[config.mk]
export PLATFORM = sky130hd
export DESIGN_NAME = tcw_front
export DESIGN_NICKNAME = d
export VERILOG_FILES = /design/src/hw/rtl/tcw_pkg.sv /design/src/hw/rtl/tcw_front.sv
export SDC_FILE = /design/constraint.sdc
export NUM_CORES = 1
export LEC_CHECK = 0
export BUFFER_PORTS_ARGS = -buffer_cell sky130_fd_sc_hd__buf_4
export CAP_MARGIN = 15
export CORE_UTILIZATION = 50
export DETAILED_ROUTE_END_ITERATION = 10
export GPL_TIMING_DRIVEN = 0
export PLACE_DENSITY = 0.76
export SLEW_MARGIN = 20
export SYNTH_ARGS = -nofsm -noshare
export SYNTH_HDL_FRONTEND = slang
export SYNTH_SLANG_ARGS = --single-unit
[constraint.sdc]
create_clock -name clk_i -period 5 [get_ports clk_i]
set_input_delay 0.75 -clock clk_i [delete_from_list [all_inputs] [get_ports clk_i]]
set_output_delay 0.75 -clock clk_i [all_outputs]
set_load 0.005 [all_outputs]
[src/hw/rtl/tcw_pkg.sv]
`timescale 1ns / 1ps
// ----------------------------------------------------------------------------
// tcw_pkg
// Shared types, constants and tables for the text console writer.
// ----------------------------------------------------------------------------
package tcw_pkg;

  localparam int unsigned COLUMNS   = 80;
  localparam int unsigned ROWS      = 25;
  localparam int unsigned TAB_WIDTH = 4;
  localparam int unsigned CELLS     = COLUMNS * ROWS;

  localparam int unsigned COL_W  = 7;
  localparam int unsigned ROW_W  = 5;
  localparam int unsigned RIDX_W = $clog2(ROWS);
  localparam int unsigned ADDR_W = $clog2(CELLS);
  localparam int unsigned CNT_W  = 5;
  localparam int unsigned POS_W  = 11;

  localparam logic [1:0] ACT_PUT_CHAR  = 2'd0;
  localparam logic [1:0] ACT_PUT_CELL  = 2'd1;
  localparam logic [1:0] ACT_READ_CELL = 2'd2;

  localparam logic [7:0] CH_BACKSPACE = 8'd8;
  localparam logic [7:0] CH_TAB       = 8'd9;
  localparam logic [7:0] CH_NEWLINE   = 8'd10;
  localparam logic [7:0] CH_SPACE     = 8'd32;

  localparam logic [15:0] BLANK_CELL       = 16'h0720;
  localparam logic [7:0]  TEXT_COLOR_RESET = 8'h07;
  localparam logic        REG_TEXT_COLOR   = 1'b0;

  typedef enum logic [2:0] {
    CMD_PRINT,
    CMD_NEWLINE,
    CMD_TAB,
    CMD_BACKSPACE,
    CMD_PUT,
    CMD_READ,
    CMD_NONE
  } cmd_kind_e;

  typedef struct packed {
    logic [1:0]       action;
    logic [7:0]       char_code;
    logic [7:0]       cell_color;
    logic [COL_W-1:0] column;
    logic [ROW_W-1:0] row;
  } item_t;

  typedef struct packed {
    logic [POS_W-1:0] cursor_position;
    logic [15:0]      cell_data;
  } result_t;

  typedef struct packed {
    cmd_kind_e        kind;
    logic [7:0]       char_code;
    logic [7:0]       cell_color;
    logic [COL_W-1:0] column;
    logic [ROW_W-1:0] row;
  } cmd_t;

  typedef logic [CNT_W-1:0] tab_span_t [2**COL_W];

  function automatic tab_span_t build_tab_span();
    tab_span_t t;
    for (int i = 0; i < 2**COL_W; i++) begin
      t[i] = CNT_W'(TAB_WIDTH - (i % TAB_WIDTH));
    end
    return t;
  endfunction

  localparam tab_span_t TAB_SPAN = build_tab_span();

endpackage

[src/hw/rtl/tcw_front.sv]
`timescale 1ns / 1ps
// ----------------------------------------------------------------------------
// tcw_front
// Classifies incoming items into commands and queues them for the back end.
// ----------------------------------------------------------------------------
module tcw_front (
  input  logic            clk_i,
  input  logic            rst_ni,
  input  logic            start,
  output logic            busy,
  input  tcw_pkg::item_t  item_i,
  output logic            cmd_valid_o,
  output tcw_pkg::cmd_t   cmd_o,
  input  logic            cmd_pop_i
);

  tcw_pkg::cmd_t slot_q [2];
  logic          wr_ptr_q, wr_ptr_d;
  logic          rd_ptr_q, rd_ptr_d;
  logic [1:0]    count_q, count_d;
  logic          push;
  logic          in_range;
  tcw_pkg::cmd_t cmd_new;

  assign in_range = (32'(item_i.column) < tcw_pkg::COLUMNS) &&
                    (32'(item_i.row) < tcw_pkg::ROWS);

  always_comb begin
    cmd_new.char_code  = item_i.char_code;
    cmd_new.cell_color = item_i.cell_color;
    cmd_new.column     = item_i.column;
    cmd_new.row        = item_i.row;
    case (item_i.action)
      tcw_pkg::ACT_PUT_CHAR: begin
        case (item_i.char_code)
          tcw_pkg::CH_NEWLINE:   cmd_new.kind = tcw_pkg::CMD_NEWLINE;
          tcw_pkg::CH_TAB:       cmd_new.kind = tcw_pkg::CMD_TAB;
          tcw_pkg::CH_BACKSPACE: cmd_new.kind = tcw_pkg::CMD_BACKSPACE;
          default:               cmd_new.kind = tcw_pkg::CMD_PRINT;
        endcase
      end
      tcw_pkg::ACT_PUT_CELL:  cmd_new.kind = in_range ? tcw_pkg::CMD_PUT : tcw_pkg::CMD_NONE;
      tcw_pkg::ACT_READ_CELL: cmd_new.kind = in_range ? tcw_pkg::CMD_READ : tcw_pkg::CMD_NONE;
      default:                cmd_new.kind = tcw_pkg::CMD_NONE;
    endcase
  end

  assign busy        = (count_q == 2'd2);
  assign push        = start && !busy;
  assign cmd_valid_o = (count_q != 2'd0);
  assign cmd_o       = slot_q[rd_ptr_q];

  always_comb begin
    wr_ptr_d = push ? !wr_ptr_q : wr_ptr_q;
    rd_ptr_d = cmd_pop_i ? !rd_ptr_q : rd_ptr_q;
    count_d  = count_q + 2'(push) - 2'(cmd_pop_i);
  end

  always_ff @(posedge clk_i or negedge rst_ni) begin
    if (!rst_ni) begin
      wr_ptr_q <= 1'b0;
      rd_ptr_q <= 1'b0;
      count_q  <= 2'd0;
    end else begin
      wr_ptr_q <= wr_ptr_d;
      rd_ptr_q <= rd_ptr_d;
      count_q  <= count_d;
    end
  end

  always_ff @(posedge clk_i) begin
    if (push) begin
      slot_q[wr_ptr_q] <= cmd_new;
    end
  end

endmodule

# ---- Word-level counts from Yosys, hierarchy flattened
# Memory sizes are Yosys's and may differ from the RTL's.
# Index checks and enable logic that the tools add are counted.
dict set report classes {
  add_sub_neg 2
  order_cmp 2
  n_eq_ne 6
  mux 6
  reduce_logical 7
}
# operator count
set ops {}
lappend ops {{$eq 8x4->1 const B} 3}
lappend ops {{$pmux 3 s3} 1}
lappend ops {{$lt 7x7->1 const B} 1}
lappend ops {{$pmux 2 s3} 1}
lappend ops {{$lt 5x5->1 const B} 1}
lappend ops {{$eq 2x2->1 const B} 2}
lappend ops {{$mux 2} 2}
lappend ops {{$logic_not 1->1} 3}
lappend ops {{$add 2x1->2} 1}
lappend ops {{$eq 2x1->1 const B} 1}
lappend ops {{$logic_and 1x1->1} 2}
lappend ops {{$logic_not 2->1} 1}
lappend ops {{$mux 1} 2}
lappend ops {{$reduce_bool 2->1} 1}
lappend ops {{$sub 2x1->2} 1}
dict set report totals {
  regBits 4
  mem_bits_rw 62
  in_bits 34
  out_inout_bits 33
  wordCells 27
  memories 1
}
# name words word_bits rd rd_ports_with_merged_regs wr line
set memory_table {}
lappend memory_table {slot_q 2 31 1 0 1 tcw_front.sv:17} ;# tcw_pkg::cmd_t slot_q [2];

# ---- Logic depth before layout (Yosys ltp)
# Gate-level depths: netlist of run 1.
dict set report depth {
  depth_word 5
  depth_mapped 7
  depth_no_buf 7
}

# ---- Worst setup path before layout of run 1
# No wires, ideal clock.
dict set report synth_timing {
  path_type {input to register}
  from {input start}
  to {memory slot_q[0][0] in the netlist's numbering, enable pin}
  setup_ps 419
  arrival_time_ps 2157
  required_ps 4581
  setup_slack_ps 2424
  stages 2
  path_buffers 0
  path_cell_list {nand2_1 > nor2_1}
}
dict set report synth_between {
  elab_chain_cells 3
}
# element line
set synth_rtl {}
lappend synth_rtl {{start: declaration} tcw_front.sv:9} ;# input logic start,
lappend synth_rtl {{$logic_and 1x1->1} tcw_front.sv:49} ;# assign push = start && !busy;
lappend synth_rtl {{$mux 1} tcw_front.sv:72} ;# if (push) begin
lappend synth_rtl {{$mux 1 (implied by the code)} tcw_front.sv:73} ;# slot_q[wr_ptr_q] <= cmd_new;
lappend synth_rtl {{end: declaration} tcw_front.sv:17}
# Every way passes these cells.

==> results of run 1 <==
[per-stage QoR]
| step | worst slack [ns] | hold slack, ns | total power, mW |
|---|---|---|---|
| after floorplan | 2.42 | 0.454 | 1.11 |
| after detailed placement | 3.07 | 0.505 | 1.41 |
| after global routing | 2.73 | 0.179 | 1.85 |
| after global placement | 1.68 | 0.474 | 1.37 |
| after CTS | 2.76 | 0.189 | 1.78 |
| final | 2.80 | 0.205 | 1.76 |
[Yosys cell counts, types with 2 or more instances]
library cell and instances:
ha_1 2, or2_2 2, nor2b_1 2, edfxtp_1 62, buf_6 4, inv_1 2, mux2_2 27, xnor2_1 3
mux2_1 4, dfrtp_1 4, nor2_1 2
[cell families after synthesis]
kind of cell / synth area share [%]
compound gates: 1.33
xor+xnor: 1.38
fa+ha+maj: 0.983
buf+inv: 2.06
flops: 77.1
mux: 13.7
simple gates: 3.44
[how the worst max path moves through the flow]
stage                              end  cells after the start
2_1_floorplan   slot_q[0][0]$_DFFE_PP_                      2
3_3_place_gp   slot_q[0][17]$_DFFE_PP_                      3
3_5_place_dp    slot_q[1][5]$_DFFE_PP_                      2
4_1_cts                      cmd_o[29]                      4
5_1_grt                      cmd_o[29]                      4
6_report                     cmd_o[29]                      4
[layout make-up]
cell class	instances	area (µm²)
Sequential cell	66	1960
Fill cell	362	1500
Multi-Input combinational cell	55	539
Timing Repair Buffer	67	523
Clock buffer	14	153
Tap cell	67	83.8
Buffer	4	45.0
Inverter	2	7.51
Clock inverter	1	5.00
[flip-flops by register name, indices dropped and copies added (netlist names)]
register / count
rd_ptr_q: 1
slot_q: 62
wr_ptr_q: 1
count_q: 2
[power groups by stage]
stage / sequential [mW] / clock, mW / combinational [mW]
2_1_floorplan: 0.796 / 0 / 0.319
3_3_place_gp: 0.803 / 0 / 0.567
3_5_place_dp: 0.811 / 0 / 0.603
4_1_cts: 0.801 / 0.375 / 0.608
5_1_grt: 0.810 / 0.394 / 0.643
6_report: 0.799 / 0.366 / 0.595
[placed cells by master, fill, tap and decap left out, drive strengths merged]
cell    instances
nand2b          1
or2             2
clkbuf         14
nand2           1
clkinv          1
nor2b           2
a21oi           1
buf            71
xnor2           3
o21a            1
inv             2
and4bb          1
edfxtp         62
o211ai          1
nand3           1
mux2           31
xor2            1
o21ai           1
nand4b          1
nor2            2
o311ai          1
ha              2
nor4            1
and3            1
dfrtp           4
[routing by layer]
| layer | track usage (%) | up-vias | part of all wire [%] |
|---|---|---|---|
| met2 | 32.0 | 50 | 53 |
| met4 | 9.83 | 0 | 1.3 |
| met3 | 7.54 | 7 | 6.8 |
| met1 | 19.7 | 677 | 39 |
| li1 | - | 649 | - |
| met5 | 0 | - | 0 |
==> flow_summary.json, run 1 <==
{
  "path_cells": "buf_6, buf_6, mux2_2, buf_4",
  "p_int_mw": 1.29,
  "post_cts_buffers": 0,
  "fin_setup_tns_ns": 0,
  "antenna_found_initial": 0,
  "grt_pass1_vias": 1507,
  "portBuffers": 66,
  "dieArea_um2": 5380,
  "io_pins": 67,
  "drc_errors": 0,
  "synth-async-reset-ratio_pct": 6.06,
  "rows": 25,
  "netlist_top_cells_area": "edfxtp_1 (73%), mux2_2 (12%), dfrtp_1 (3.9%)",
  "clockPowerShare_pct": 20.8,
  "crit_required_ns": 4.25,
  "switchingPower_mw": 0.466,
  "worst_hold_path_type": "input pin to async pin",
  "cts.path.max_buffers": 2,
  "ys.flop_type": "edfxtp_1",
  "timing.rr.end": "slot_q[1][23]$_DFFE_PP_",
  "max-cap-violations": 0,
  "synth-edff-count": 62,
  "rsz0062_at_grt": "false",
  "numCtsBuffers": 9,
  "dp_cells": 261,
  "wirelength_um": 4450,
  "critPathKind": "flip-flop to output pin",
  "clock_sinks": 66,
  "initial_core_util_pct": 52.8,
  "cts-root-buf": "clkbuf_8",
  "postPlaceCellArea_um2": 3160,
  "fin_crit_ns": 2.20,
  "die_width_um": 73.3,
  "ys_types": 24,
  "relSlewSlack_pct": 49.7,
  "cellLeakagePower_nw": 1.26,
  "critPathBufInv": 3,
  "cp-startpoint": "rd_ptr_q$_DFFE_PN0P_",
  "hold_buffers": 0,
  "clk_pin_slew_ns": 0.06,
  "comb_power_share_pct": 33.8,
  "gp_congestion": 0.744,
  "stdcell_count": 276,
  "drtAntennaViolNets": 0,
  "hold_viol": 0,
  "clock_latency_ns": 0.33,
  "utilization_pct": 68.9,
  "end_kind": "output pin",
  "drt_iter0_markers": 76,
  "finalClockSkew_ns": 0.00753,
  "post-dp-hpwl_um": 3030,
  "firstDrtPassIters": 4,
  "r2r_setup_slack_ns": 3.38,
  "crit_path_max_incr_delay_ns": 0.36,
  "grtUsageTotal_pct": 18.7,
  "wl_per_cell_um": 16.1,
  "ys_ff_latch": 66,
  "path_common_cell": "buf_6",
  "synth_fp_nets": 163,
  "grt_max_degree": 32,
  "diodes": 0,
  "cp_max_fo": 10,
  "arrival_ns": 1.45,
  "status": "complete, no violations",
  "powerDensity_nw_per_um2": 530,
  "final-max-slew-violation-count": 0,
  "seqPwrFrac_pct": 45.4,
  "syn_area_um2": 2540,
  "swShare_pct": 26.5,
  "vias_per_cell": 5.01,
  "cpMaxStageDelayCell": "mux2_2",
  "worst_path_dominant_cell_family": "buffers and inverters",
  "synthesis.area_per_instance_um2": 20.0,
  "cts_max_level": 3,
  "core_um2": 4820,
  "startpoint_type": "flip-flop",
  "stdcell_area_um2": 3320,
  "area_growth_pct": 30.4,
  "grt_overflow": 0,
  "worst_pin_slew_ns": 0.754,
  "cts_resized": 0,
  "synth_top_cell_area_share_pct": 73.2,
  "fin_nets": 241,
  "drive_gt1_share_pct": 54.5,
  "grt_pass1_wl_um": 6840,
  "yosysSeqAreaShare_pct": 77.1,
  "reg2reg_from": "count_q[0]$_DFF_PN0_",
  "ys_warn_count": 0,
  "ir_drop_mv": 0.317,
  "finalSetupViolCount": 0,
  "cts_tree": "yes",
  "syn_inst": 127,
  "yosysTopAreaCell": "edfxtp_1",
  "rr_worst_depth": 2,
  "fmax_ghz": 0.454,
  "vias": 1383,
  "die_h_um": 73.3,
  "fin_crit_sh_pct": 44.1
}
No activity file was read; power rests on OpenSTA's default activity.
==> run 2: changes to the inputs <==
--- a/config.mk
+++ b/config.mk
@@ -7,10 +7,10 @@
 export LEC_CHECK = 0
 export BUFFER_PORTS_ARGS = -buffer_cell sky130_fd_sc_hd__buf_4
 export CAP_MARGIN = 15
-export CORE_UTILIZATION = 50
+export CORE_UTILIZATION = 47
 export DETAILED_ROUTE_END_ITERATION = 10
 export GPL_TIMING_DRIVEN = 0
-export PLACE_DENSITY = 0.76
+export PLACE_DENSITY = 0.75
 export SLEW_MARGIN = 20
 export SYNTH_ARGS = -nofsm -noshare
 export SYNTH_HDL_FRONTEND = slang
==> constraint.sdc (replaced) <==
create_clock -name clk_i -period 1.8 [get_ports clk_i]
set_input_delay 0.27 -clock clk_i [delete_from_list [all_inputs] [get_ports clk_i]]
set_output_delay 0.27 -clock clk_i [all_outputs]
set_load 0.005 [all_outputs]
==> run 2 against run 1 <==
Against the previous run:
- non-clock buffer count stayed put
- global-route usage is 1.4 points lower
- register-to-register slack got worse by 3.3 ns
- sequential cell count stayed put
- die area up 6.2%
- hold slack got worse by 0.084 ns
- core utilization is 3.8 points lower
- critical path type unchanged
- critical endpoint is now cmd_o[9]
==> flow_summary.json, run 2 (synthesis gave the netlist of run 1 again) <==
{
  "status": "complete, no violations",
  "grt_max_degree": 32,
  "rows": 26,
  "dp_cells": 263,
  "rsz0062_at_grt": "false",
  "rr_worst_depth": 1,
  "clock_sinks": 66,
  "grt_pass1_vias": 1504,
  "finalClockSkew_ns": 0.00763,
  "top_regs": "slot_q x62, count_q x2",
  "drive_gt1_share_pct": 56.4,
  "r2r_setup_slack_ns": 0.13,
  "clock_latency_ns": 0.33,
  "hold_path_depth": 1,
  "antenna_found_initial": 0,
  "comb_power_share_pct": 31.7,
  "swShare_pct": 26.3,
  "final_common_cell": "buf_4",
  "drtAntennaViolNets": 0,
  "reg2reg_from": "wr_ptr_q$_DFFE_PN0P_",
  "diodes": 0,
  "end_kind": "output pin",
  "grt_overflow": 0,
  "initial_core_util_pct": 49.2,
  "p_int_mw": 3.79,
  "clockPowerShare_pct": 25.1,
  "die_width_um": 75.6,
  "cellLeakagePower_nw": 1.28,
  "worst_hold_path_type": "input pin to flip-flop",
  "max-cap-violations": 0,
  "final-max-slew-violation-count": 0,
  "gp_congestion": 0.770,
  "cts_max_level": 3,
  "finalSetupViolCount": 0,
  "cts.path.max_buffers": 2,
  "fmax_ghz": 0.579,
  "power.total_mw": 5.14,
  "grt_pass1_wl_um": 6640,
  "fin_crit_sh_pct": 95.9,
  "drt_iter0_markers": 52,
  "crit_required_ns": 1.53,
  "startpoint_type": "flip-flop",
  "cp_max_fo": 10,
  "wl_per_cell_um": 16.4,
  "stdcell_area_um2": 3370,
  "numCtsBuffers": 9,
  "relSlewSlack_pct": 48.1,
  "final_cell_mix": "buf_4 (66), edfxtp_1 (62), mux2_2 (27)",
  "wirelength_um": 4610,
  "area_growth_pct": 32.4,
  "switchingPower_mw": 1.35,
  "hold_ws_ns": 0.122,
  "worstHoldEndpoint": "slot_q[1][16]$_DFFE_PP_",
  "powerDensity_nw_per_um2": 1530,
  "top_register": "slot_q",
  "drc_errors": 0,
  "arrival_ns": 1.46,
  "io_pins": 67,
  "postPlaceCellArea_um2": 3140,
  "worst_pin_slew_ns": 0.779,
  "timing.rr.end": "slot_q[1][13]$_DFFE_PP_",
  "core_um2": 5170,
  "vias": 1420,
  "cts-root-buf": "clkbuf_8",
  "fin_nets": 242,
  "post-dp-hpwl_um": 2880,
  "setup_slack_ns": 0.0737,
  "dieArea_um2": 5710,
  "stdcell_count": 281,
  "fin_crit_ns": 1.73,
  "portBuffers": 66,
  "seqPwrFrac_pct": 43.2,
  "cts_tree": "yes",
  "die_h_um": 75.6,
  "clk_pin_slew_ns": 0.07,
  "hold_viol": 0,
  "grtUsageTotal_pct": 17.2,
  "vias_per_cell": 5.05,
  "post_cts_buffers": 0,
  "critPathKind": "flip-flop to output pin",
  "largest_reg_flops": 62,
  "ir_drop_mv": 1.05,
  "dp_slack_ns": 0.00257,
  "min-delay-start": "item_i[16]",
  "firstDrtPassIters": 6
}
run 2: worst max-delay path, cell delays in order, from the launching register on:
cell and delay [ns]:
dfrtp_1 0.35, buf_6 0.13, buf_6 0.15, mux2_2 0.36
buf_4 0.14
run 2: repair_timing:
action / 4_1_cts / 5_1_grt
hold buffers: 1 / 0
gates cloned: 1 / 0
setup endpoints to repair: 31 / 1
gates resized for setup: 1 / 1
pin swaps: 0 / 0
hold endpoints to repair: 4 / 0
run 2: per-stage QoR:
step / util (%) / TNS, ns
2_1_floorplan: - / 0
3_3_place_gp: 60.6 / -7.73
3_5_place_dp: 60.6 / 0
4_1_cts: 65.1 / 0
5_1_grt: 65.1 / 0
6_report: 65.1 / 0
run 2: power by group through the flow:
| stage | Sequential (mW) | Combinational (mW) | Clock, mW |
|---|---|---|---|
| final | 2.22 | 1.63 | 1.29 |
| after global routing | 2.25 | 1.77 | 1.39 |
| after CTS | 2.23 | 1.66 | 1.32 |
| after detailed placement | 2.25 | 1.62 | 0 |
| after global placement | 2.23 | 1.58 | 0 |
| after floorplan | 2.21 | 0.894 | 0 |
run 2: area by class of cell:
cell class	count	area, µm²
sequential	66	1960
fill	388	1800
multi-input combinational	56	553
timing repair buffer	67	505
clock buffer	9	124
tap	70	87.6
clock inverter	7	83.8
buffer	4	45.0
inverter	2	7.51
run 2: routing by layer:
| metal | routed length, µm | global-route usage [%] |
|---|---|---|
| met5 | 0 | 0 |
| met4 | 79 | 11.9 |
| met3 | 265 | 5.29 |
| met2 | 2470 | 30.4 |
| met1 | 1800 | 17.4 |
run 2: worst max path at each step:
| stage | from | to | slack, ns |
|---|---|---|---|
| global placement | count_q[1]$_DFF_PN0_ | slot_q[1][14]$_DFFE_PP_ | -0.25 |
| CTS | rd_ptr_q$_DFFE_PN0P_ | cmd_o[22] | 0.05 |
| finish | rd_ptr_q$_DFFE_PN0P_ | cmd_o[9] | 0.07 |
| detailed placement | count_q[1]$_DFF_PN0_ | slot_q[0][17]$_DFFE_PP_ | 0.003 |
| floorplan | count_q[1]$_DFF_PN0_ | slot_q[1][0]$_DFFE_PP_ | 0.11 |
| global route | rd_ptr_q$_DFFE_PN0P_ | cmd_o[20] | 0.005 |
==> run 3: changes to the inputs <==
--- a/config.mk
+++ b/config.mk
@@ -7,10 +7,12 @@
 export LEC_CHECK = 0
 export BUFFER_PORTS_ARGS = -buffer_cell sky130_fd_sc_hd__buf_4
 export CAP_MARGIN = 15
-export CORE_UTILIZATION = 47
+export CORE_UTILIZATION = 49
+export CTS_BUF_LIST = sky130_fd_sc_hd__clkbuf_4
+export CTS_CLUSTER_DIAMETER = 120
 export DETAILED_ROUTE_END_ITERATION = 10
 export GPL_TIMING_DRIVEN = 0
-export PLACE_DENSITY = 0.75
+export PLACE_DENSITY = 0.78
 export SLEW_MARGIN = 20
 export SYNTH_ARGS = -nofsm -noshare
 export SYNTH_HDL_FRONTEND = slang
==> run 3 against run 2 <==
Against the previous run:
- sequential share of layout area up 0.37 points
- hold slack worse by 0.065 ns
- routed wire length is essentially flat
- global-route usage is 0.80 points higher
- critical path depth did not move
- clock-buffer cell count stayed put
- first-iteration DRC count is 21% higher
- sequential cell count stayed put
- fmax decreased by 3.4%
- die area decreased by 4.0%
- critical endpoint is now cmd_o[11]
- largest cell class unchanged
==> flow_summary.json, run 3 (synthesis gave the netlist of run 1 again) <==
{
  "die_h_um": 74.1,
  "hold_viol": 0,
  "drtAntennaViolNets": 0,
  "diodes": 0,
  "hold_ws_ns": 0.0563,
  "utilization_pct": 69.0,
  "cellLeakagePower_nw": 1.27,
  "wirelength_um": 4610,
  "final-max-slew-violation-count": 0,
  "dp_cells": 260,
  "fin_nets": 244,
  "wl_per_cell_um": 16.5,
  "drive_gt1_share_pct": 56.8,
  "crit_required_ns": 1.53,
  "numCtsBuffers": 9,
  "post-dp-hpwl_um": 2960,
  "setup_slack_ns": 0.0139,
  "io_pins": 67,
  "powerDensity_nw_per_um2": 1500,
  "end_kind": "output pin",
  "grt_overflow": 0,
  "grt_pass1_wl_um": 6850,
  "rows": 25,
  "top_register": "slot_q",
  "grt_pass1_vias": 1446,
  "clk_pin_slew_ns": 0.10,
  "startpoint_type": "flip-flop",
  "area_growth_pct": 31.5,
  "cts_tree": "yes",
  "top_regs": "slot_q x62, count_q x2",
  "max-cap-violations": 0,
  "gp_congestion": 0.744,
  "core_um2": 4850,
  "largest_reg_flops": 62,
  "stdcell_count": 280,
  "finalSetupViolCount": 0,
  "worst_pin_slew_ns": 0.749,
  "grt_max_degree": 32,
  "die_width_um": 74.1,
  "clock_latency_ns": 0.39,
  "grtUsageTotal_pct": 18.0,
  "fin_crit_sh_pct": 99.2,
  "clock_sinks": 66,
  "dieArea_um2": 5490,
  "final_cell_mix": "buf_4 (68), edfxtp_1 (62), mux2_2 (27)",
  "firstDrtPassIters": 4,
  "cp_max_fo": 10,
  "cts_max_level": 3,
  "drc_errors": 0,
  "dp_slack_ns": -0.0270,
  "finalClockSkew_ns": 0.00688,
  "fmax_ghz": 0.560,
  "critPathKind": "flip-flop to output pin",
  "ir_drop_mv": 1.06,
  "portBuffers": 66,
  "arrival_ns": 1.52,
  "initial_core_util_pct": 52.5,
  "vias_per_cell": 5.07,
  "rsz0062_at_grt": "true",
  "power.total_mw": 5.02,
  "drt_iter0_markers": 63,
  "cts.path.max_buffers": 2,
  "status": "complete, no violations",
  "antenna_found_initial": 0,
  "fin_crit_ns": 1.79,
  "vias": 1419,
  "final_common_cell": "buf_4",
  "relSlewSlack_pct": 50.1,
  "cts-root-buf": "clkbuf_4",
  "worst_hold_path_type": "input pin to flip-flop"
}
run 3: cell count changes in the layout (fill, tap and decap cells not counted), sizes merged:
cell / change
clkinv: -1
buf: +2
clkinvlp: +1
run 3: per-layer routing:
metal  up-vias  share of wire (%)  track usage (%)
met2        53                 51             29.4
li1        664                  -                -
met5         -                  0                0
met4         0                1.4             8.33
met3         8                6.2             6.37
met1       694                 41             21.5
run 3: timing repair:
item,CTS,global route
endpoints found under the hold margin,4,0
buffers inserted,0,2
hold buffers,1,0
gates cloned,1,0
endpoints found under the setup margin,39,30
gates resized for setup,1,7
run 3: critical path, cell delays in order, from the launching register on:
cell and delay [ns]:
dfrtp_1 0.36, buf_6 0.14, buf_8 0.15, mux2_2 0.34, buf_4 0.14
run 3: worst paths after layout:
kind	from	endpoint	slack (ns)	depth (start not counted)
worst min register to register	count_q[1]$_DFF_PN0_	count_q[1]$_DFF_PN0_	0.53	1
worst max register to register	wr_ptr_q$_DFFE_PN0P_	slot_q[1][6]$_DFFE_PP_	0.14	1
max in group asynchronous	rst_ni	count_q[1]$_DFF_PN0_	1.49	2
worst max-delay path	rd_ptr_q$_DFFE_PN0P_	cmd_o[11]	0.01	4
min in group asynchronous	rst_ni	wr_ptr_q$_DFFE_PN0P_	0.20	2
worst min-delay path	item_i[18]	slot_q[1][18]$_DFFE_PP_	0.06	1
run 3: area by class of cell:
| class | count | area, µm² |
|---|---|---|
| Timing Repair Buffer | 69 | 520 |
| Tap cell | 67 | 83.8 |
| Clock buffer | 9 | 67.6 |
| Buffer | 4 | 61.3 |
| Multi-Input combinational cell | 56 | 561 |
| Clock inverter | 7 | 83.8 |
| Inverter | 2 | 7.51 |
| Sequential cell | 66 | 1960 |
| Fill cell | 333 | 1500 |
run 3: metrics by stage:
step / cell area [µm²] / TNS (ns)
after CTS: 3310 / -0.0408
after global placement: 3130 / -7.60
after floorplan: 2550 / 0
after global routing: 3350 / -1.06
final: 3350 / 0
after detailed placement: 3130 / -0.786
run 3: report_power, final:
| part | switching [mW] | leakage [nW] | internal [mW] |
|---|---|---|---|
| Clock | 0.498 | 0.0784 | 0.547 |
| Combinational | 0.743 | 0.574 | 1.01 |
| Sequential | 0.115 | 0.621 | 2.11 |
| Total | 1.36 | 1.27 | 3.66 |
